[src/design/wbss_pkg.sv]
// Shared types, constants and helper functions for the watermark block slot selector.
// Used by every module of the block; depends on nothing.
`timescale 1ns / 1ps

package wbss_pkg;

  localparam int MAX_DIM   = 4096;
  localparam int DIM_W     = 13;
  localparam int BLK_W     = 10;
  localparam int TOTAL_W   = 19;
  localparam int MQ_W      = 20;
  localparam int DIV_BITS  = 32;
  localparam int DENS_MAX  = 65536;
  localparam int RECIP3    = 43691;

  typedef enum logic [2:0] {
    CFG_FRAME_WIDTH   = 3'd0,
    CFG_FRAME_HEIGHT  = 3'd1,
    CFG_DENSITY_Q16   = 3'd2,
    CFG_PERIOD_FRAMES = 3'd3,
    CFG_HASH_SEED     = 3'd4
  } cfg_idx_t;

  typedef struct packed {
    logic [12:0] frame_width;
    logic [12:0] frame_height;
    logic [16:0] density_q16;
    logic [15:0] period_frames;
    logic [31:0] hash_seed;
  } cfg_t;

  typedef struct packed {
    logic [31:0] frame_number;
    logic [17:0] slot;
  } req_t;

  typedef struct packed {
    logic              selected;
    logic [11:0]       pixel_x;
    logic [11:0]       pixel_y;
    logic signed [1:0] qp_adj;
    logic [18:0]       marks_per_frame;
  } res_t;

  // Item state carried alongside the divider stages.
  typedef struct packed {
    logic [31:0]        frame;
    logic [17:0]        slot;
    logic [TOTAL_W-1:0] total;
    logic [MQ_W-1:0]    mq;
    logic [TOTAL_W-1:0] idx;
    logic [MQ_W-1:0]    marks_q;
  } pipe_t;

  typedef struct packed {
    logic [TOTAL_W-1:0]  rem;
    logic [DIV_BITS-1:0] nq;
  } div_st_t;

  // Clamp a dimension to 1..MAX_DIM and return the count of 8-pixel blocks.
  function automatic logic [BLK_W-1:0] blocks_of(input logic [DIM_W-1:0] dim);
    logic [DIM_W-1:0] c;
    logic [DIM_W:0]   s;
    c = dim;
    if (dim == '0) c = DIM_W'(1);
    else if (dim > DIM_W'(MAX_DIM)) c = DIM_W'(MAX_DIM);
    s = {1'b0, c} + (DIM_W+1)'(7);
    return BLK_W'(s >> 3);
  endfunction

  // One restoring division step: shift in the next dividend bit, subtract if it fits.
  function automatic div_st_t div_step(input div_st_t cur, input logic [TOTAL_W-1:0] den);
    div_st_t        o;
    logic [TOTAL_W:0] t;
    t = {cur.rem, cur.nq[DIV_BITS-1]};
    if (t >= {1'b0, den}) begin
      o.rem = TOTAL_W'(t - {1'b0, den});
      o.nq  = {cur.nq[DIV_BITS-2:0], 1'b1};
    end else begin
      o.rem = t[TOTAL_W-1:0];
      o.nq  = {cur.nq[DIV_BITS-2:0], 1'b0};
    end
    return o;
  endfunction

endpackage

[src/design/wbss_front.sv]
// Front stages: block grid, raw block index and scaled mark count numerator.
// Depends on wbss_pkg.
`timescale 1ns / 1ps

module wbss_front (
  input  logic           clk,
  input  logic           rst,
  input  logic           en,
  input  wbss_pkg::cfg_t cfg,
  input  logic           in_valid,
  input  wbss_pkg::req_t in_req,
  output logic           out_valid,
  output logic [31:0]    out_raw,
  output wbss_pkg::pipe_t out_side
);

  logic [3:0]  v;
  logic [31:0] frame1, frame2, frame3, frame4;
  logic [17:0] slot1, slot2, slot3, slot4;
  logic [wbss_pkg::BLK_W-1:0]   bx1, by1;
  logic [wbss_pkg::TOTAL_W-1:0] total2, total3, total4;
  logic [31:0] prod2, raw3, raw4;
  logic [35:0] md3;
  logic [wbss_pkg::MQ_W-1:0]    mq4;
  logic [15:0] per;
  logic [16:0] dens;
  logic [33:0] prod_full;

  always_comb begin
    per  = (cfg.period_frames == '0) ? 16'd1 : cfg.period_frames;
    dens = (cfg.density_q16 > 17'(wbss_pkg::DENS_MAX)) ? 17'(wbss_pkg::DENS_MAX)
                                                        : cfg.density_q16;
    prod_full = {16'b0, slot1} * {18'b0, per};
  end

  always_ff @(posedge clk) begin
    if (rst) begin
      v <= '0;
    end else if (en) begin
      v <= {v[2:0], in_valid};
    end
  end

  always_ff @(posedge clk) begin
    if (en) begin
      frame1 <= in_req.frame_number;
      slot1  <= in_req.slot;
      bx1    <= wbss_pkg::blocks_of(cfg.frame_width);
      by1    <= wbss_pkg::blocks_of(cfg.frame_height);
      frame2 <= frame1;
      slot2  <= slot1;
      total2 <= {9'b0, bx1} * {9'b0, by1};
      prod2  <= prod_full[31:0];
      frame3 <= frame2;
      slot3  <= slot2;
      total3 <= total2;
      raw3   <= frame2 + prod2;
      md3    <= {17'b0, total2} * {19'b0, dens};
      frame4 <= frame3;
      slot4  <= slot3;
      total4 <= total3;
      raw4   <= raw3;
      mq4    <= md3[35:16];
    end
  end

  assign out_valid = v[3];
  assign out_raw   = raw4;
  assign out_side  = '{frame: frame4, slot: slot4, total: total4, mq: mq4,
                       idx: '0, marks_q: '0};

endmodule

[config.mk]
export PLATFORM = sky130hd
export DESIGN_NAME = wbss_front
export DESIGN_NICKNAME = d
export VERILOG_FILES = /design/src/design/wbss_pkg.sv /design/src/design/wbss_front.sv
export SDC_FILE = /design/constraint.sdc
export NUM_CORES = 2
export LEC_CHECK = 0
export BUFFER_PORTS_ARGS = -buffer_cell sky130_fd_sc_hd__clkbuf_2
export CORE_MARGIN = 2
export CORE_UTILIZATION = 55
export CTS_CLUSTER_DIAMETER = 60
export DETAILED_ROUTE_END_ITERATION = 10
export PLACE_DENSITY = 0.74
export SETUP_SLACK_MARGIN = 0.2
export SLEW_MARGIN = 5
export SYNTH_ARGS = -nofsm -noshare
export SYNTH_HDL_FRONTEND = slang
export SYNTH_SLANG_ARGS = --single-unit
[constraint.sdc]
create_clock -name clk -period 8.2 [get_ports clk]
set_input_delay 0.82 -clock clk [delete_from_list [all_inputs] [get_ports clk]]
set_output_delay 0.82 -clock clk [all_outputs]
set_load 0.01 [all_outputs]
**Word level (Yosys, flattened, before mapping)**

Index checks and enable logic that the tools add are counted.
Widths: inputs -> output; s select.

- Order comparisons: 3
- Reduce and logical (&&, ||, !) cells: 3
- Muxes and demuxes: 8
- $mul: 3
- Add/sub/neg operators: 3

Operators by type and width:

| operator | count |
|---|---|
| $mux 13 | 6 |
| $mul 19x17->36 | 1 |
| $add 32x32->32 | 1 |
| $mul 18x16->32 | 1 |
| $add 13x3->13 const B | 2 |
| $gt 13x13->1 const B | 2 |
| $logic_not 13->1 | 2 |
| $mul 10x10->19 | 1 |
| $gt 17x17->1 const B | 1 |
| $mux 17 | 1 |
| $logic_not 16->1 | 1 |
| $mux 16 | 1 |

- Bits in registers: 433
- Output and inout bits: 161
- Logic and storage cells: 39
- Input port bits: 145

**Depth between registers and ports, before layout**

- Word-level depth: 5
- Mapped depth: 28
- Depth with buffers taken out: 27

**Worst setup path after synthesis**

No wires, ideal clock.

- Kind: input port to flip-flop
- From: input port cfg[54] in the netlist's numbering
- To: register md3[34] (data pin)
- Setup time: 0.262 ns
- Path buffers: 2
- Required time: 7.938 ns
- Slack: 0.590 ns
- Stages: 26
- Arrival time: 7.348 ns
- Path through: nor4_1 > a41oi_1 > nor2b_1 > clkbuf_1 > clkbuf_1 > nand2_1 > fa_1 > fa_1 > fa_1 > inv_1 > fa_1 > fa_1 > inv_1 > fa_1 > inv_1 > ha_1 > a21o_1 > a21o_1 > a21oi_1 > nor2b_1 > nand2b_1 > o211a_1 > o2111a_1 > o31ai_4 > o21bai_1 > xor2_1

- Word-level cells in the longest chain between the ends: 3

Ends and longest elaborated chain:

| what | line | RTL |
|---|---|---|
| from (decl) | wbss_front.sv:9 | `input wbss_pkg::cfg_t cfg,` |
| $gt 17x17->1 | wbss_front.sv:31 | `dens = (cfg.density_q16 > 17'(wbss_pkg::DENS_MAX)) ? 17'(wbss_pkg::DENS_MAX)` |
| $mux 17 * | wbss_front.sv:31 |  |
| $mul 19x17->36 * | wbss_front.sv:58 | `md3 <= {17'b0, total2} * {19'b0, dens};` |
| to (signal assigned) | wbss_front.sv:58 |  |
| to (decl) | wbss_front.sv:23 | `logic [35:0] md3;` |

Every way passes the cells marked *; elsewhere a longest branch is shown, timed or not.
A chain may end at the register's enable or synchronous reset.

**Worst setup path in the final report**

- From: input port cfg[49] in the netlist's numbering
- To: register md3[32] (data pin)

Same word-level chain as after synthesis.

==> qor.txt <==
status = finished clean
combinational family with the most area after synthesis = adder cells
CTS tree = built
vias post-DR = 23600
DRT Wirelength = 76100 um
die width = 264 um
CTS Hold Bufs = 0
simple-gate share of the synthesized area = 12.4%
post-DR vias/cell = 5.29
met2 GRT Util = 39.1%
final setup violation count = 0
Final ANT Viol Nets = 0
clk_skew = 0.0292 ns
syn_area_per_cell = 11.2 um2
Syn-to-layout area delta = 9.94%
Clock Path Buffers = 3
crit path time final = 7.35 ns
relative slew slack = 31.4%
Yosys warnings = 0
Hold Violations, Final = 0
Seq cells post-synth = 417
Hold Crit Class = in2reg
vias in the first global route = 25000
TritonCTS Buffers = 49
period utilization = 89.6%
XOR/XNOR Fraction of Synth Area = 2.59%
ranking of synthesized cells by area = edfxtp_1, fa_1, ha_1
Final HPWL DP = 57900 um
Worst-Skew Late Latency = 0.60 ns
area share of the largest cell type after synthesis = 33.4%
cell type with the largest total area after synthesis = edfxtp_1
worst slew pin tran = 1.03 ns
first-pass GRT wire length = 126000 um
Fillers = 5453
gr usage total = 22.7%
starting density of the core = 55.4%
die footprint = 0.0696 mm2
max-cap violation count = 0
core box area = 0.0670 mm2
I/O pin cnt = 306
Post-synth top flop = edfxtp_1
r2r worst-path depth = 20
largest net degree at the start of global routing = 142
worst hold endpoint = frame1[7]$_DFFE_PP_
most frequent cells after synthesis = inv_1, fa_1, nand2_1
CP startpoint kind = primary input
most numerous cell in the Yosys netlist = inv_1
post-synthesis mux area share = 0.108%
critical path type = in2reg
Synth Area in Adders = 38.5%
CP required = 8.55 ns
Worst Setup End Kind = register
# rows = 95
RSZ-0062 raised after global routing = false
worst-path fanout max = 19
Async SR Flop Fraction = 0%
GRT busiest layer = met2
worst hold start = in_req[25]
post-CTS setup buffer count = 0
CTS H-Tree Depth = 2
share of cells above drive strength 1 = 10.4%
Yosys cell types = 68
DR pass1 iterations = 5
drt initial violations = 1605
Post-Syn Area = 0.0372 mm2
Worst-path clk slew = 0.06 ns
EDFF count, synth = 413
routability congestion estimate from global placement = 0.880
Slew Viols, Final = 0
Reg2Reg Setup Slack = 1.27 ns
highest clock rate = 0.136 GHz
Die Span Y = 264 um
Remaining Overflow, GRT = 0
worst hold stages = 1
R2R Path End = md3[32]$_DFFE_PP_
met3 global-route usage = 5.00%
WL/cell = 17.1 um
met1 global-route usage = 28.1%
CTS resizes = 0
post-route DRC violation count = 0
final layout net count = 4506
initial antenna violation count = 4
sequential-to-total area share from yosys stat = 33.6%
synthesized instance count = 3328
Sink Count = 417
final setup TNS = 0 ns
reg2reg start = total2[4]$_DFFE_PP_
Port Buf Inserts = 234
Arr. time, crit path = 7.70 ns
clk root buf = clkbuf_16
post-synthesis compound-gate area fraction = 4.21%
cell usage in the layout (no fill, tap or decap), drive strengths merged, types with 7 or more instances in the layout:
cell type / synthesis / layout
a211oi: 12 / 12
a21o: 35 / 35
a21oi: 53 / 53
and2: 317 / 317
and3: 13 / 13
buf: 40 / 46
clkbuf: 116 / 290
clkinv: 0 / 18
conb: 1 / 39
edfxtp: 413 / 413
fa: 535 / 535
ha: 286 / 286
inv: 656 / 663
nand2: 429 / 429
nand3: 26 / 26
nor2: 67 / 67
nor2b: 33 / 33
nor3: 17 / 17
nor4: 12 / 12
o2111ai: 7 / 7
o21a: 15 / 15
o21ai: 29 / 29
o21bai: 18 / 18
or3: 7 / 7
xnor2: 78 / 78
xor2: 32 / 32
per-stage QoR:
stage	util, %	instances	area [um2]	hold WS (ns)	setup WS, ns
2_1_floorplan	-	3366	37300	0.400	0.590
3_3_place_gp	58.5	4362	39200	0.400	0.344
3_5_place_dp	58.5	4362	39200	0.405	0.269
4_1_cts	60.9	4451	40800	0.351	0.877
5_1_grt	60.9	4452	40800	0.357	0.414
6_report	60.9	4453	40800	0.387	0.850
registers in the layout, indices dropped and copies added, names as in the netlist:
signal,count
prod2,32
frame1,32
total4,19
md3,20
slot4,18
raw3,32
frame2,32
frame3,32
total3,19
out_raw,32
total2,19
slot1,18
bx1,10
slot3,18
by1,10
frame4,32
slot2,18
mq4,20
v,4
routing by layer:
layer	vias up	share of wire, %	routed length [um]
met2	767	49	37500
met3	192	7.4	5630
met1	11800	40	30200
met4	0	3.6	2740
met5	-	0	0
li1	10800	-	-
worst max-delay path: stages:
cell and delay [ns]:
clkbuf_2 0.09, nor4_1 0.31, a41oi_1 0.32, nor2b_1 0.28, buf_4 0.27, and2_1 0.17
fa_1 0.44, fa_1 0.46, ha_1 0.21, fa_1 0.48, inv_1 0.05, fa_1 0.49
fa_1 0.50, inv_1 0.04, ha_1 0.29, a211oi_1 0.24, o21bai_1 0.15, a2111oi_2 0.34
o31ai_1 0.25, a22o_1 0.32, o211a_1 0.26, o2111a_1 0.31, nor3_1 0.33, o21bai_1 0.12
xor2_1 0.15
worst max-delay path by stage:
stage,from,to,slack (ns)
final,cfg[49],md3[32]$_DFFE_PP_,0.85
after global routing,cfg[49],md3[32]$_DFFE_PP_,0.41
after CTS,cfg[49],md3[34]$_DFFE_PP_,0.88
after detailed placement,cfg[49],md3[32]$_DFFE_PP_,0.27
after global placement,cfg[58],md3[34]$_DFFE_PP_,0.34
after floorplan,cfg[54],md3[34]$_DFFE_PP_,0.59
kinds of logic after synthesis:
kind of cell	after synthesis
adders and majority gates	821
DFF	417
buffers and inverters	812
muxes	4
xor gates and xnor gates	110
other	1
AOI/OAI and AO/OA	220
and+or+nand+nor	943
area by class of cell:
type,count,area (um2),share of cell area (%)
inverter,656,2460,6.03
sequential,417,12500,30.6
clock buffer,57,1260,3.08
multi-input combinational,2137,21600,52.9
timing repair buffer,279,1560,3.81
tap,873,1090,2.67
clock inverter,32,372,0.910
antenna,2,5.00,0.0123
Power is left out: the tool's default activity adds up to more than one toggle a clock period on the data nets, which glitch-free logic cannot reach.
