**src/design/wbss_pkg.sv**
```systemverilog
// Shared types, constants and helper functions for the watermark block slot selector.
// Used by every module of the block; depends on nothing.
`timescale 1ns / 1ps

package wbss_pkg;

  localparam int MAX_DIM   = 4096;
  localparam int DIM_W     = 13;
  localparam int BLK_W     = 10;
  localparam int TOTAL_W   = 19;
  localparam int MQ_W      = 20;
  localparam int DIV_BITS  = 32;
  localparam int DENS_MAX  = 65536;
  localparam int RECIP3    = 43691;

  typedef enum logic [2:0] {
    CFG_FRAME_WIDTH   = 3'd0,
    CFG_FRAME_HEIGHT  = 3'd1,
    CFG_DENSITY_Q16   = 3'd2,
    CFG_PERIOD_FRAMES = 3'd3,
    CFG_HASH_SEED     = 3'd4
  } cfg_idx_t;

  typedef struct packed {
    logic [12:0] frame_width;
    logic [12:0] frame_height;
    logic [16:0] density_q16;
    logic [15:0] period_frames;
    logic [31:0] hash_seed;
  } cfg_t;

  typedef struct packed {
    logic [31:0] frame_number;
    logic [17:0] slot;
  } req_t;

  typedef struct packed {
    logic              selected;
    logic [11:0]       pixel_x;
    logic [11:0]       pixel_y;
    logic signed [1:0] qp_adj;
    logic [18:0]       marks_per_frame;
  } res_t;

  // Item state carried alongside the divider stages.
  typedef struct packed {
    logic [31:0]        frame;
    logic [17:0]        slot;
    logic [TOTAL_W-1:0] total;
    logic [MQ_W-1:0]    mq;
    logic [TOTAL_W-1:0] idx;
    logic [MQ_W-1:0]    marks_q;
  } pipe_t;

  typedef struct packed {
    logic [TOTAL_W-1:0]  rem;
    logic [DIV_BITS-1:0] nq;
  } div_st_t;

  // Clamp a dimension to 1..MAX_DIM and return the count of 8-pixel blocks.
  function automatic logic [BLK_W-1:0] blocks_of(input logic [DIM_W-1:0] dim);
    logic [DIM_W-1:0] c;
    logic [DIM_W:0]   s;
    c = dim;
    if (dim == '0) c = DIM_W'(1);
    else if (dim > DIM_W'(MAX_DIM)) c = DIM_W'(MAX_DIM);
    s = {1'b0, c} + (DIM_W+1)'(7);
    return BLK_W'(s >> 3);
  endfunction

  // One restoring division step: shift in the next dividend bit, subtract if it fits.
  function automatic div_st_t div_step(input div_st_t cur, input logic [TOTAL_W-1:0] den);
    div_st_t        o;
    logic [TOTAL_W:0] t;
    t = {cur.rem, cur.nq[DIV_BITS-1]};
    if (t >= {1'b0, den}) begin
      o.rem = TOTAL_W'(t - {1'b0, den});
      o.nq  = {cur.nq[DIV_BITS-2:0], 1'b1};
    end else begin
      o.rem = t[TOTAL_W-1:0];
      o.nq  = {cur.nq[DIV_BITS-2:0], 1'b0};
    end
    return o;
  endfunction

endpackage

```
**src/design/wbss_back.sv**
```systemverilog
// Back stages: mark cap, slot test, QP hash modulo 3 and the result register.
// Depends on wbss_pkg.
`timescale 1ns / 1ps

module wbss_back (
  input  logic                         clk,
  input  logic                         rst,
  input  logic                         en,
  input  logic [31:0]                  seed,
  input  logic                         in_valid,
  input  logic [wbss_pkg::DIV_BITS-1:0] blk_y,
  input  logic [wbss_pkg::TOTAL_W-1:0] blk_x,
  input  wbss_pkg::pipe_t              in_side,
  output logic                         out_valid,
  output wbss_pkg::res_t               out_res
);

  logic [2:0]  v;
  logic        sel1, sel2;
  logic [18:0] marks1, marks2;
  logic [11:0] px1, py1, px2, py2;
  logic [31:0] h1;
  logic [12:0] hs2;
  logic [11:0] hq2;
  logic [18:0] marks_cap;
  logic [12:0] hs_next;
  logic [28:0] hprod;
  logic [12:0] m3;
  logic [1:0]  qp;

  always_comb begin
    marks_cap = (in_side.marks_q > {1'b0, in_side.total}) ? in_side.total
                                                          : in_side.marks_q[18:0];
    hs_next = h1[18:6] ^ h1[31:19];
    hprod   = {16'b0, hs_next} * 29'(wbss_pkg::RECIP3);
    m3      = 13'(hs2 - 13'({1'b0, hq2} * 13'd3));
    case (m3[1:0])
      2'd0:    qp = 2'b11;
      2'd1:    qp = 2'b00;
      2'd2:    qp = 2'b01;
      default: qp = 2'b00;
    endcase
  end

  always_ff @(posedge clk) begin
    if (rst) begin
      v <= '0;
    end else if (en) begin
      v <= {v[1:0], in_valid};
    end
  end

  always_ff @(posedge clk) begin
    if (en) begin
      marks1 <= marks_cap;
      sel1   <= {1'b0, in_side.slot} < marks_cap;
      px1    <= {blk_x[8:0], 3'b000};
      py1    <= {blk_y[8:0], 3'b000};
      h1     <= {13'b0, in_side.idx} * 32'd31 + in_side.frame * 32'd17 + seed;
      marks2 <= marks1;
      sel2   <= sel1;
      px2    <= px1;
      py2    <= py1;
      hs2    <= hs_next;
      hq2    <= hprod[28:17];
      out_res.marks_per_frame <= marks2;
      out_res.selected        <= sel2;
      out_res.pixel_x         <= sel2 ? px2 : 12'd0;
      out_res.pixel_y         <= sel2 ? py2 : 12'd0;
      out_res.qp_adj          <= sel2 ? qp : 2'b00;
    end
  end

  assign out_valid = v[2];

endmodule

```
**config.mk**
```make
export PLATFORM = sky130hd
export DESIGN_NAME = wbss_back
export DESIGN_NICKNAME = d
export VERILOG_FILES = /design/src/design/wbss_pkg.sv /design/src/design/wbss_back.sv
export SDC_FILE = /design/constraint.sdc
export NUM_CORES = 1
export LEC_CHECK = 0
export ABC_AREA = 1
export BUFFER_PORTS_ARGS = -buffer_cell sky130_fd_sc_hd__buf_2
export CELL_PAD_IN_SITES_DETAIL_PLACEMENT = 0
export CELL_PAD_IN_SITES_GLOBAL_PLACEMENT = 1
export CORE_MARGIN = 1.5
export CORE_UTILIZATION = 45
export DETAILED_ROUTE_END_ITERATION = 10
export GPL_ROUTABILITY_DRIVEN = 0
export GPL_TIMING_DRIVEN = 0
export PLACE_DENSITY = 0.82
export SYNTH_ARGS = -nofsm -noshare
export SYNTH_HDL_FRONTEND = slang
export SYNTH_SLANG_ARGS = --single-unit
```
**constraint.sdc**
```tcl
create_clock -name clk -period 5.3 [get_ports clk]
set_input_delay 0 -clock clk [delete_from_list [all_inputs] [get_ports clk]]
set_output_delay 0 -clock clk [all_outputs]
set_load 0.005 [all_outputs]
```
# After elaboration in Yosys (flattened, before gate mapping)

Cells that the tools add are included.

Multiplexer cells: 2
Eq/ne operators: 1
Reduce and logical (&&, ||, !) cells: 1
Order comparisons: 2
Multipliers: 4
Bitwise logic cells: 1
Add/subtract/negate cells: 3

Operators with widths:

| operator                                            | number |
|---|---|
| adder 24 x 32 -> 32 bit                             | 1 |
| adder 32 bit                                        | 1 |
| multiplier 32 x 5 -> 32 bit, second input constant  | 1 |
| multiplier 13 x 16 -> 29 bit, second input constant | 1 |
| multiplier 19 x 5 -> 24 bit, second input constant  | 1 |
| > comparator 20 x 19 -> 1 bit                       | 1 |
| < comparator 18 x 19 -> 1 bit                       | 1 |
| two-way mux 19 bit                                  | 1 |
| bitwise XOR 13 bit                                  | 1 |
| multiplier 12 x 2 -> 2 bit, second input constant   | 1 |
| case mux 2 bit (2 select lines)                     | 1 |
| equality test 2 bit, second input constant          | 1 |
| zero test 2 bit                                     | 1 |
| subtractor 2 bit                                    | 1 |

Word-level logic and storage cells: 31
Register bits: 165
Bits of input ports: 215
Output and inout bits: 47

# Longest topological paths before layout

Gate-level depths: netlist of run 1.

Depth in word-level cells: 4
Depth in mapped cells: 23
Depth with buffers taken out: 22

# Least setup slack after synthesis of run 1

Ideal clock, no wire load.

Kind: register to register
Start: register h1[26]
End: register hq2[1] (data pin)
Data arrival time: 4.161 ns
Required time: 5.039 ns
Path buffers: 0
Library setup time: 0.261 ns
Period minus slack after synthesis: 4.422 ns
Path slack: 0.878 ns
Stages on the path, launching flop included: 17
Cell sequence: edfxtp_1 xor2_1 ha_1 inv_1 fa_1 fa_1 fa_1 fa_1 inv_1 ha_1 nand2_1 inv_1 a221oi_1 nor2_1 nor3_1 nand2_1 xor2_1

Cells in the longest elaborated chain, start to end: 2

Ends and longest elaborated chain:

| item                         | RTL line        | text |
|---|---|---|
| start, declared              | wbss_back.sv:22 | `logic [31:0] h1;` |
| start signal, assigned       | wbss_back.sv:59 | `h1 <= {13'b0, in_side.idx} * 32'd31 + in_side.frame * 32'd17 + seed;` |
| bitwise XOR 13 bit           | wbss_back.sv:34 | `hs_next = h1[18:6] ^ h1[31:19];` |
| multiplier 13 x 16 -> 29 bit | wbss_back.sv:35 | `hprod = {16'b0, hs_next} * 29'(wbss_pkg::RECIP3);` |
| net hprod[18]                | wbss_back.sv:27 | `logic [28:0] hprod;` |
| end signal, assigned         | wbss_back.sv:65 | `hq2 <= hprod[28:17];` |
| end, declared                | wbss_back.sv:24 | `logic [11:0] hq2;` |

The timed path passes the listed nets, and every way through them passes these cells.
A chain may end at the register's enable or synchronous reset.

# Worst setup path after layout of run 1

Start: register h1[22]
End: register hq2[1] (data pin)

The elaborated chain is that of the path after synthesis.

==> flow_metrics.py, run 1 <==
metrics = {
    "min_path": {
        "worst_hold_path_type": "input pin to register",
        "worstHoldPathCells": 5,
    },
    "critical_path": {
        "timing.critical_path.cells": "xor2_1 -> ha_1 -> inv_1 -> fa_1 -> inv_1 -> fa_1 -> inv_1 -> fa_1 -> fa_1 -> inv_1 -> ha_1 -> nand2_1 -> inv_1 -> a221oi_1 -> nor2_1 -> nor3_1 -> nand2_1 -> xor2_1",
        "r2r_slack_ns": 0.48,
        "max_stage_delay_ns": 0.55,
        "worstSetupEndpointType": "register",
        "criticalPathCategory": "register to register",
        "critical_path_peak_fanout": 3,
        "reg2reg_to": "hq2[1]",
        "reg2regPathDepth": 18,
        "worst_setup_path_endpoint": "hq2[1]",
        "worst-endpoint-required_ns": 5.47,
        "worst-endpoint-arrival_ns": 4.99,
        "critPathLaunch": "h1[22]",
        "timing.critical_path.mode_cell": "inv_1",
        "startpoint_type": "register",
        "timing.critical_path.slowest_stage_cell": "fa_1",
        "regToRegStartpoint": "h1[22]",
    },
    "place": {
        "io_buffer_count": 202,
        "pre_cts_slack_ns": 0.427,
        "dpl.hpwl_um": 22600,
    },
    "logic_synthesis": {
        "postSynth.asyncResetShare": 0,
        "synth_edf_count": 146,
        "netlist-cell-type-count": 40,
        "synth_largest_area_cell": "edfxtp_1",
        "yosys_register_bits": 149,
        "top_cells_by_area_in_the_synthesized_netlist": "edfxtp_1, fa_1, ha_1, inv_1, nand2_1",
        "synth_seq_area_share": 0.320,
        "postSynthCellCount": 1338,
        "synth_warnings": 0,
        "synthesis.area_per_instance_sq_um": 10.4,
        "synth_largest_type_area_fraction": 0.315,
        "postSynth.topFlopCell": "edfxtp_1",
        "synth.cell_area_sq_um": 13900,
    },
    "timing": {
        "timing.slew.headroom": 0.618,
        "timing.final.ws_setup_ns": 0.479,
        "worst_pin_slew_ns": 0.569,
        "timing.final.max_slew_violations": 0,
        "final.setup_skew_ns": 0.00781,
        "achievable-frequency_ghz": 0.207,
        "layout_worst_path_cycle_share": 0.910,
        "finalHoldViolations": 0,
        "totalNegativeSetupSlack_ns": 0,
        "final_period_minus_worst_setup_slack_ns": 4.82,
        "setup_viol": 0,
        "rsz0062_at_grt": "false",
    },
    "clock_tree": {
        "cts_root_buffer": "clkbuf_16",
        "cts_htree_levels": 4,
        "clock_input_transition_at_the_sequential_cells_of_the_worst_setup_and_hold_paths_ns": 0.07,
        "cts-root-to-sink-buffers": 2,
        "number_of_buffers_added_by_the_clock_tree_synthesis_step": 17,
        "post-cts-setup-buffers": 0,
        "clock_sink_count": 149,
        "count_of_instances_resized_after_the_clock_tree_is_built": 0,
        "cts_tree": "done",
        "insertion_delay_ns": 0.41,
    },
    "detailed_routing": {
        "drc_errors": 0,
        "routed_wire_length_per_instance_um": 13.2,
        "route.antenna.remaining_nets": 0,
        "wl_um": 26700,
        "overall_via_count_from_detail_route": 9322,
        "drtPass1Iterations": 5,
        "route.detailed.vias_per_inst": 4.60,
        "drc_marker_count_from_the_first_detailed_route_iteration": 439,
    },
    "global_route": {
        "grt_start_max_net_pins": 100,
        "grt_pass1_vias": 9791,
        "globalRouteTotalUtil": 0.180,
        "antenna_found_initial": 0,
        "gr-total-overflow": 0,
        "grt_pass1_wl_um": 45500,
    },
    "floorplanning": {
        "dieArea_sq_um": 32000,
        "die_height_um": 179,
        "floorplan.initialDensity": 0.456,
        "io_pins": 262,
        "number_of_standard_cell_rows_in_the_floorplan": 64,
        "die_width_um": 179,
        "core_area_sq_um": 30500,
    },
    "layout": {
        "drive_gt1_frac": 0.177,
        "area_growth_pct": 19.7,
        "final_net_count": 2184,
        "layout.filler_cells": 2650,
    },
    "status": {
        "status": "complete, no violations",
    },
    "job": {
        "maxCapViolations": 0,
    },
}
## cell usage after synthesis (3+ instances only)
cell and number:
a211oi_1 3, a21o_1 3, a21oi_1 61, buf_4 7
dfxtp_1 3, edfxtp_1 146, fa_1 157, ha_1 195
inv_1 379, inv_2 7, nand2_1 151, nand2_2 6
nand3_1 17, nand4_1 7, nor2_1 48, nor2_4 3
nor3_1 12, o21a_1 3, o21ai_0 29, o21ai_1 3
o21ai_2 20, xnor2_1 20, xor2_1 33
## metrics by stage
| step | cell area [sq um] | util | instances | hold slack [ns] |
|---|---|---|---|---|
| floorplan | 13900 | - | 1343 | 0.0691 |
| detailed placement | 15500 | 0.507 | 1942 | 0.178 |
| finish | 16600 | 0.546 | 2027 | 0.0178 |
| CTS | 16600 | 0.546 | 2026 | 0.00231 |
| global route | 16600 | 0.546 | 2026 | 0.0303 |
| global placement | 15400 | 0.506 | 1941 | 0.177 |
## cell families (layout without fill, tap and decap cells)
group	Yosys count	count (layout)	synth area share
compound gates	130	130	0.0555
other cells	1	7	0.000270
simple gates	256	256	0.0798
buf+inv	397	684	0.110
fa+ha+maj	352	352	0.401
flops	149	149	0.320
xor+xnor	53	53	0.0334
## registers in the layout, summed over array words and instances, names as in the netlist
| name | flops |
|---|---|
| out_res | 40 |
| px1 | 9 |
| sel2 | 1 |
| marks2 | 19 |
| h1 | 26 |
| px2 | 9 |
| py2 | 9 |
| v | 3 |
| hs2 | 2 |
| marks1 | 19 |
| hq2 | 2 |
| py1 | 9 |
| sel1 | 1 |
## metal layers
metal,vias to the layer above,track usage,wire length (um)
met2,183,0.310,13300
met1,4353,0.235,12000
met4,0,0.0486,458
met5,-,0,0
met3,35,0.0293,942
li1,4751,-,-
## placed cells by master (no fill, tap or decap), types with 20 or more instances in the layout
cell	synthesis	layout
nor2_1	48	48
xor2_1	33	33
xnor2_1	20	20
dlygate4sd3_1	0	52
ha_1	195	195
fa_1	157	157
a21oi_1	61	61
o21ai_2	20	20
edfxtp_1	146	146
inv_1	379	379
nand2_1	151	151
buf_2	0	201
o21ai_0	29	29
## cell type report
type | instances | area, sq um | share of cell area
Clock inverter | 15 | 233 | 0.0140
Multi-Input combinational cell | 797 | 7950 | 0.478
Clock buffer | 17 | 425 | 0.0256
Sequential cell | 149 | 4440 | 0.267
Buffer | 11 | 82.6 | 0.00496
Inverter | 386 | 1450 | 0.0870
Tap cell | 396 | 495 | 0.0298
Antenna cell | 1 | 2.50 | 0.000150
Timing Repair Buffer | 255 | 1570 | 0.0940
## critical path, delay by kind of cell, from the launching register on
| kind | cells | cell delay [ns] |
|---|---|---|
| simple gates | 4 | 0.44 |
| xor+xnor | 2 | 0.51 |
| flops | 1 | 0.38 |
| compound gates | 1 | 0.33 |
| buf+inv | 5 | 0.43 |
| fa+ha+maj | 6 | 2.50 |
## what timing repair did
action / in CTS / in global routing
hold buffers: 52 / 0
hold endpoints to repair: 39 / 0
setup endpoints to repair: 0 / 0
## worst min path at each step
stage / start / slack [ns] / endpoint
floorplan: rst / 0.07 / v[0]
global placement: blk_y[4] / 0.18 / py1[7]
detailed placement: blk_x[5] / 0.18 / px1[8]
CTS: in_side[13] / 0.002 / marks1[13]
global route: en / 0.03 / out_res[43]
finish: in_side[13] / 0.02 / marks1[13]
Power of run 1 is not shown: default switching activity piles up to over one toggle a cycle in this logic, so the estimate is an artifact.
==> run 2: changes to the inputs <==
--- a/config.mk
+++ b/config.mk
@@ -5,7 +5,6 @@
 export SDC_FILE = /design/constraint.sdc
 export NUM_CORES = 1
 export LEC_CHECK = 0
-export ABC_AREA = 1
 export BUFFER_PORTS_ARGS = -buffer_cell sky130_fd_sc_hd__buf_2
 export CELL_PAD_IN_SITES_DETAIL_PLACEMENT = 0
 export CELL_PAD_IN_SITES_GLOBAL_PLACEMENT = 1
@@ -14,7 +13,7 @@
 export DETAILED_ROUTE_END_ITERATION = 10
 export GPL_ROUTABILITY_DRIVEN = 0
 export GPL_TIMING_DRIVEN = 0
-export PLACE_DENSITY = 0.82
+export PLACE_DENSITY = 0.81
 export SYNTH_ARGS = -nofsm -noshare
 export SYNTH_HDL_FRONTEND = slang
 export SYNTH_SLANG_ARGS = --single-unit
==> flow_metrics.py, run 2 <==
metrics = {
    "status": {
        "status": "complete, no violations",
    },
    "global_route": {
        "grt_pass1_vias": 9171,
        "antenna_found_initial": 0,
        "globalRouteTotalUtil": 0.173,
        "grt_pass1_wl_um": 42400,
        "grt_start_max_net_pins": 104,
        "gr-total-overflow": 0,
    },
    "clock_tree": {
        "insertion_delay_ns": 0.43,
        "cts_htree_levels": 4,
        "cts_root_buffer": "clkbuf_16",
        "clock_sink_count": 149,
        "count_of_instances_resized_after_the_clock_tree_is_built": 0,
        "clock_input_transition_at_the_sequential_cells_of_the_worst_setup_and_hold_paths_ns": 0.07,
        "cts_tree": "done",
        "cts-root-to-sink-buffers": 2,
        "number_of_buffers_added_by_the_clock_tree_synthesis_step": 17,
        "post-cts-setup-buffers": 0,
    },
    "critical_path": {
        "reg2regPathDepth": 17,
        "r2r_slack_ns": 0.52,
        "reg2reg_to": "hq2[1]",
        "regToRegStartpoint": "h1[20]",
        "criticalPathCategory": "input pin to register",
        "critical_path_peak_fanout": 5,
        "startpoint_type": "input pin",
        "worst-endpoint-required_ns": 5.47,
        "worst_setup_path_endpoint": "h1[26]",
        "critPathLaunch": "in_side[29]",
        "worst-endpoint-arrival_ns": 5.01,
        "worstSetupEndpointType": "register",
    },
    "timing": {
        "layout_worst_path_cycle_share": 0.913,
        "totalNegativeSetupSlack_ns": 0,
        "setup_viol": 0,
        "finalHoldViolations": 0,
        "final.setup_skew_ns": 0.0104,
        "timing.final.max_slew_violations": 0,
        "timing.slew.headroom": 0.602,
        "achievable-frequency_ghz": 0.207,
        "rsz0062_at_grt": "false",
        "final_period_minus_worst_setup_slack_ns": 4.84,
        "worst_pin_slew_ns": 0.593,
    },
    "logic_synthesis": {
        "synthesis.area_per_instance_sq_um": 11.8,
        "postSynthCellCount": 1135,
        "postSynth.asyncResetShare": 0,
        "synth_seq_area_share": 0.333,
        "synth_warnings": 0,
        "top_cells_by_area_in_the_synthesized_netlist": "edfxtp_1, fa_1, ha_1, inv_1, xnor2_1",
        "netlist-cell-type-count": 59,
        "postSynth.topFlopCell": "edfxtp_1",
        "synth_edf_count": 146,
        "synth_commonest_cells": "inv_1, ha_1, fa_1, edfxtp_1, a21oi_1",
        "yosys_register_bits": 149,
        "synth_largest_type_area_fraction": 0.328,
        "synth_largest_area_cell": "edfxtp_1",
        "synthMostInstantiatedCell": "inv_1",
        "synth.cell_area_sq_um": 13400,
    },
    "job": {
        "maxCapViolations": 0,
    },
    "floorplanning": {
        "die_width_um": 175,
        "core_area_sq_um": 28900,
        "io_pins": 262,
        "floorplan.initialDensity": 0.462,
        "number_of_standard_cell_rows_in_the_floorplan": 62,
        "die_height_um": 175,
        "dieArea_sq_um": 30700,
    },
    "layout": {
        "largest_register_ffs": 40,
        "max_flop_register": "out_res",
        "most-common-layout-cells": "inv_1, buf_2, ha_1",
        "final_util": 0.551,
        "final_net_count": 1971,
        "final_common_cell": "inv_1",
        "area_growth_pct": 19.3,
        "reg_top3": "out_res x40, h1 x26",
        "layout.filler_cells": 2478,
        "drive_gt1_frac": 0.183,
    },
    "place": {
        "io_buffer_count": 202,
        "dpl.hpwl_um": 21100,
    },
    "detailed_routing": {
        "drc_marker_count_from_the_first_detailed_route_iteration": 341,
        "met1Wirelength_um": 11200,
        "wl_met2_um": 12700,
        "top_layer_used": "met4",
        "wl_um": 25000,
        "route.antenna.remaining_nets": 0,
        "routed_wire_length_per_instance_um": 13.9,
        "drtPass1Iterations": 6,
        "drc_errors": 0,
        "overall_via_count_from_detail_route": 8600,
        "met3_wirelength_um": 727,
        "route.detailed.vias_per_inst": 4.77,
    },
    "min_path": {
        "worst_hold_path_type": "input pin to register",
    },
}
## run 2: cell count changes in the layout (fill, tap and decap cells not counted), sizes merged, moves of 22 or more
cell	change
nand2	-140
inv	-94
a21o	+28
o21ai	-38
and2	+22
## run 2: per-stage QoR
step / hold slack [ns] / area (sq um) / setup slack (ns) / cells
after floorplan: 0.0724 / 13400 / 0.543 / 1140
after global placement: 0.178 / 14900 / 0.0613 / 1726
after detailed placement: 0.178 / 14900 / 0.0160 / 1727
after CTS: 0.00740 / 15900 / 0.458 / 1801
after global routing: 0.0376 / 15900 / 0.176 / 1801
final: 0.0298 / 15900 / 0.462 / 1803
## run 2: cell families (layout without fill, tap and decap cells)
| kind of cell | count (synthesis) | count (layout) | synth area share |
|---|---|---|---|
| adders and majority gates | 352 | 352 | 0.418 |
| buffers and inverters | 307 | 584 | 0.0890 |
| DFF | 149 | 149 | 0.333 |
| AOI/OAI and AO/OA | 136 | 136 | 0.0681 |
| and+or+nand+nor | 132 | 132 | 0.0535 |
| xor gates and xnor gates | 52 | 52 | 0.0341 |
| muxes | 6 | 6 | 0.00468 |
| other | 1 | 8 | 0.000281 |
## run 2: layer usage
layer / vias to the layer above / track usage
met4: 0 / 0.0566
met3: 31 / 0.0221
met2: 153 / 0.305
met5: - / 0
met1: 4157 / 0.222
li1: 4259 / -
## run 2: how the worst min path moves through the flow
stage	cells past startpoint	endpoint	from	slack, ns
global placement	1	py1[3]	blk_y[0]	0.18
CTS	4	marks1[16]	in_side[75]	0.007
detailed placement	1	py1[8]	blk_y[5]	0.18
global route	3	sel1	in_side[18]	0.04
floorplan	1	v[0]	rst	0.07
finish	4	marks1[16]	in_side[75]	0.03
## run 2: timing repair
item,in CTS,in global routing
hold endpoints to repair,43,0
setup endpoints to repair,0,0
hold buffers,42,0
## run 2: worst max-delay path, cell delays in order
cell      delay, ns
buf_2          0.15
fa_1           0.50
fa_1           0.53
fa_1           0.44
fa_1           0.55
inv_1          0.05
fa_1           0.52
inv_1          0.04
ha_1           0.36
nand4_1        0.16
a211oi_1       0.55
nor3_1         0.16
or4_4          0.57
nand4_1        0.08
or3b_1         0.33
## run 2: layout make-up
cell class	count	area, sq um	share of cell area
diodes	2	5.00	0.000314
plain buffers	15	93.8	0.00589
clock buffers	17	425	0.0267
clock inverters	15	179	0.0112
inverters	292	1100	0.0688
multi-input cells	684	7750	0.486
flip-flops and latches	149	4440	0.279
well taps	384	480	0.0301
repair buffers	245	1470	0.0919
Power of run 2 is left out for the same reason.
==> run 3: changes to the inputs <==
--- a/config.mk
+++ b/config.mk
@@ -5,12 +5,12 @@
 export SDC_FILE = /design/constraint.sdc
 export NUM_CORES = 1
 export LEC_CHECK = 0
-export BUFFER_PORTS_ARGS = -buffer_cell sky130_fd_sc_hd__buf_2
 export CELL_PAD_IN_SITES_DETAIL_PLACEMENT = 0
 export CELL_PAD_IN_SITES_GLOBAL_PLACEMENT = 1
-export CORE_MARGIN = 1.5
-export CORE_UTILIZATION = 45
+export CORE_MARGIN = 2
+export CORE_UTILIZATION = 52
 export DETAILED_ROUTE_END_ITERATION = 10
+export DONT_BUFFER_PORTS = 1
 export GPL_ROUTABILITY_DRIVEN = 0
 export GPL_TIMING_DRIVEN = 0
 export PLACE_DENSITY = 0.81
==> flow_metrics.py, run 3 (same netlist as run 2, synthesis figures left out) <==
metrics = {
    "status": {
        "status": "complete, no violations",
    },
    "clock_tree": {
        "cts_htree_levels": 4,
        "post-cts-setup-buffers": 0,
        "clock_input_transition_at_the_sequential_cells_of_the_worst_setup_and_hold_paths_ns": 0.07,
        "number_of_buffers_added_by_the_clock_tree_synthesis_step": 17,
        "clock_sink_count": 149,
        "cts_hold_repair.buffers": 59,
        "count_of_instances_resized_after_the_clock_tree_is_built": 0,
        "cts_root_buffer": "clkbuf_16",
        "cts-root-to-sink-buffers": 2,
        "insertion_delay_ns": 0.42,
        "cts_tree": "done",
    },
    "global_route": {
        "grt_start_max_net_pins": 149,
        "gr-total-overflow": 0,
        "antenna_found_initial": 0,
        "grt_pass1_wl_um": 41700,
        "globalRouteTotalUtil": 0.196,
        "grt_pass1_vias": 8566,
    },
    "layout": {
        "drive_gt1_frac": 0.0471,
        "reg_top3": "out_res x40, h1 x26",
        "final_common_cell": "inv_1",
        "most-common-layout-cells": "inv_1, ha_1, fa_1",
        "layout.filler_cells": 2034,
        "antenna_cells_inserted": 0,
        "max_flop_register": "out_res",
        "area_growth_pct": 12.3,
        "largest_register_ffs": 40,
        "final_util": 0.596,
        "final_net_count": 1785,
    },
    "floorplanning": {
        "die_width_um": 164,
        "number_of_standard_cell_rows_in_the_floorplan": 58,
        "die_height_um": 164,
        "io_pins": 262,
        "core_area_sq_um": 25200,
        "dieArea_sq_um": 27000,
        "floorplan.initialDensity": 0.531,
    },
    "timing": {
        "timing.slew.headroom": 0.456,
        "hold_slack_ns": 0.0243,
        "setup_viol": 0,
        "rsz0062_at_grt": "false",
        "totalNegativeSetupSlack_ns": 0,
        "worst_pin_slew_ns": 0.816,
        "final_period_minus_worst_setup_slack_ns": 4.79,
        "finalHoldViolations": 0,
        "layout_worst_path_cycle_share": 0.903,
        "final.setup_skew_ns": 0.0127,
        "achievable-frequency_ghz": 0.209,
        "timing.final.max_slew_violations": 0,
        "timing.final.ws_setup_ns": 0.513,
    },
    "critical_path": {
        "criticalPathCategory": "register to register",
        "worst-endpoint-arrival_ns": 4.96,
        "critical_path_peak_fanout": 4,
        "startpoint_type": "register",
        "r2r_slack_ns": 0.51,
        "worst-endpoint-required_ns": 5.48,
        "worstSetupEndpointType": "register",
    },
    "detailed_routing": {
        "drc_errors": 0,
        "routed_wire_length_per_instance_um": 15.7,
        "route.detailed.vias_per_inst": 5.14,
        "overall_via_count_from_detail_route": 8031,
        "route.antenna.remaining_nets": 0,
        "drc_marker_count_from_the_first_detailed_route_iteration": 443,
        "drtPass1Iterations": 5,
        "wl_um": 24600,
    },
    "place": {
        "pre_cts_slack_ns": 0.195,
        "io_buffer_count": 0,
        "dpl.hpwl_um": 20100,
    },
    "min_path": {
        "worst_hold_path_type": "input pin to register",
    },
    "job": {
        "maxCapViolations": 0,
    },
}
[run 3: cell count changes in the layout (fill, tap and decap cells not counted), moves of 2 or more]
cell           delta
inv_8             +2
buf_2           -201
diode_2           -2
dlygate4sd3_1    +16
clkinv_8          -3
[run 3: worst paths after layout]
path | from | to | cells after the start
min reg2reg | sel1 | sel2 | 0
max | h1[20] | hq2[1] | 17
min | in_side[123] | h1[31] | 3
max reg2reg | h1[20] | hq2[1] | 17
[run 3: metrics by stage]
stage / area [sq um] / std cells
5_1_grt: 15000 / 1561
6_report: 15000 / 1561
3_3_place_gp: 13800 / 1470
3_5_place_dp: 13800 / 1470
4_1_cts: 15000 / 1561
2_1_floorplan: 13400 / 1140
[run 3: layout make-up]
class | instances | area, sq um | area share
Timing Repair Buffer | 59 | 608 | 0.0405
Clock inverter | 15 | 181 | 0.0121
Tap cell | 330 | 413 | 0.0275
Clock buffer | 17 | 425 | 0.0283
Multi-Input combinational cell | 684 | 7750 | 0.516
Buffer | 15 | 93.8 | 0.00625
Inverter | 292 | 1100 | 0.0730
Sequential cell | 149 | 4440 | 0.296
[run 3: layer usage]
layer,vias to the layer above,GRT usage,share of wire
li1,3886,-,-
met2,176,0.333,0.50
met5,-,0,0
met4,0,0.0467,0.016
met3,28,0.0351,0.039
met1,3941,0.263,0.44
[run 3: worst max-delay path, stage by stage (launching register included)]
cell	delay [ns]
edfxtp_1	0.41
xor2_1	0.36
ha_1	0.24
inv_1	0.05
fa_1	0.41
inv_1	0.16
fa_1	0.54
fa_1	0.56
inv_1	0.05
fa_1	0.52
inv_1	0.04
ha_1	0.26
o21ai_0	0.09
a21oi_1	0.20
nand3_1	0.11
o211ai_1	0.28
a21oi_1	0.13
xnor2_1	0.13
Power of run 3 is left out for the same reason.
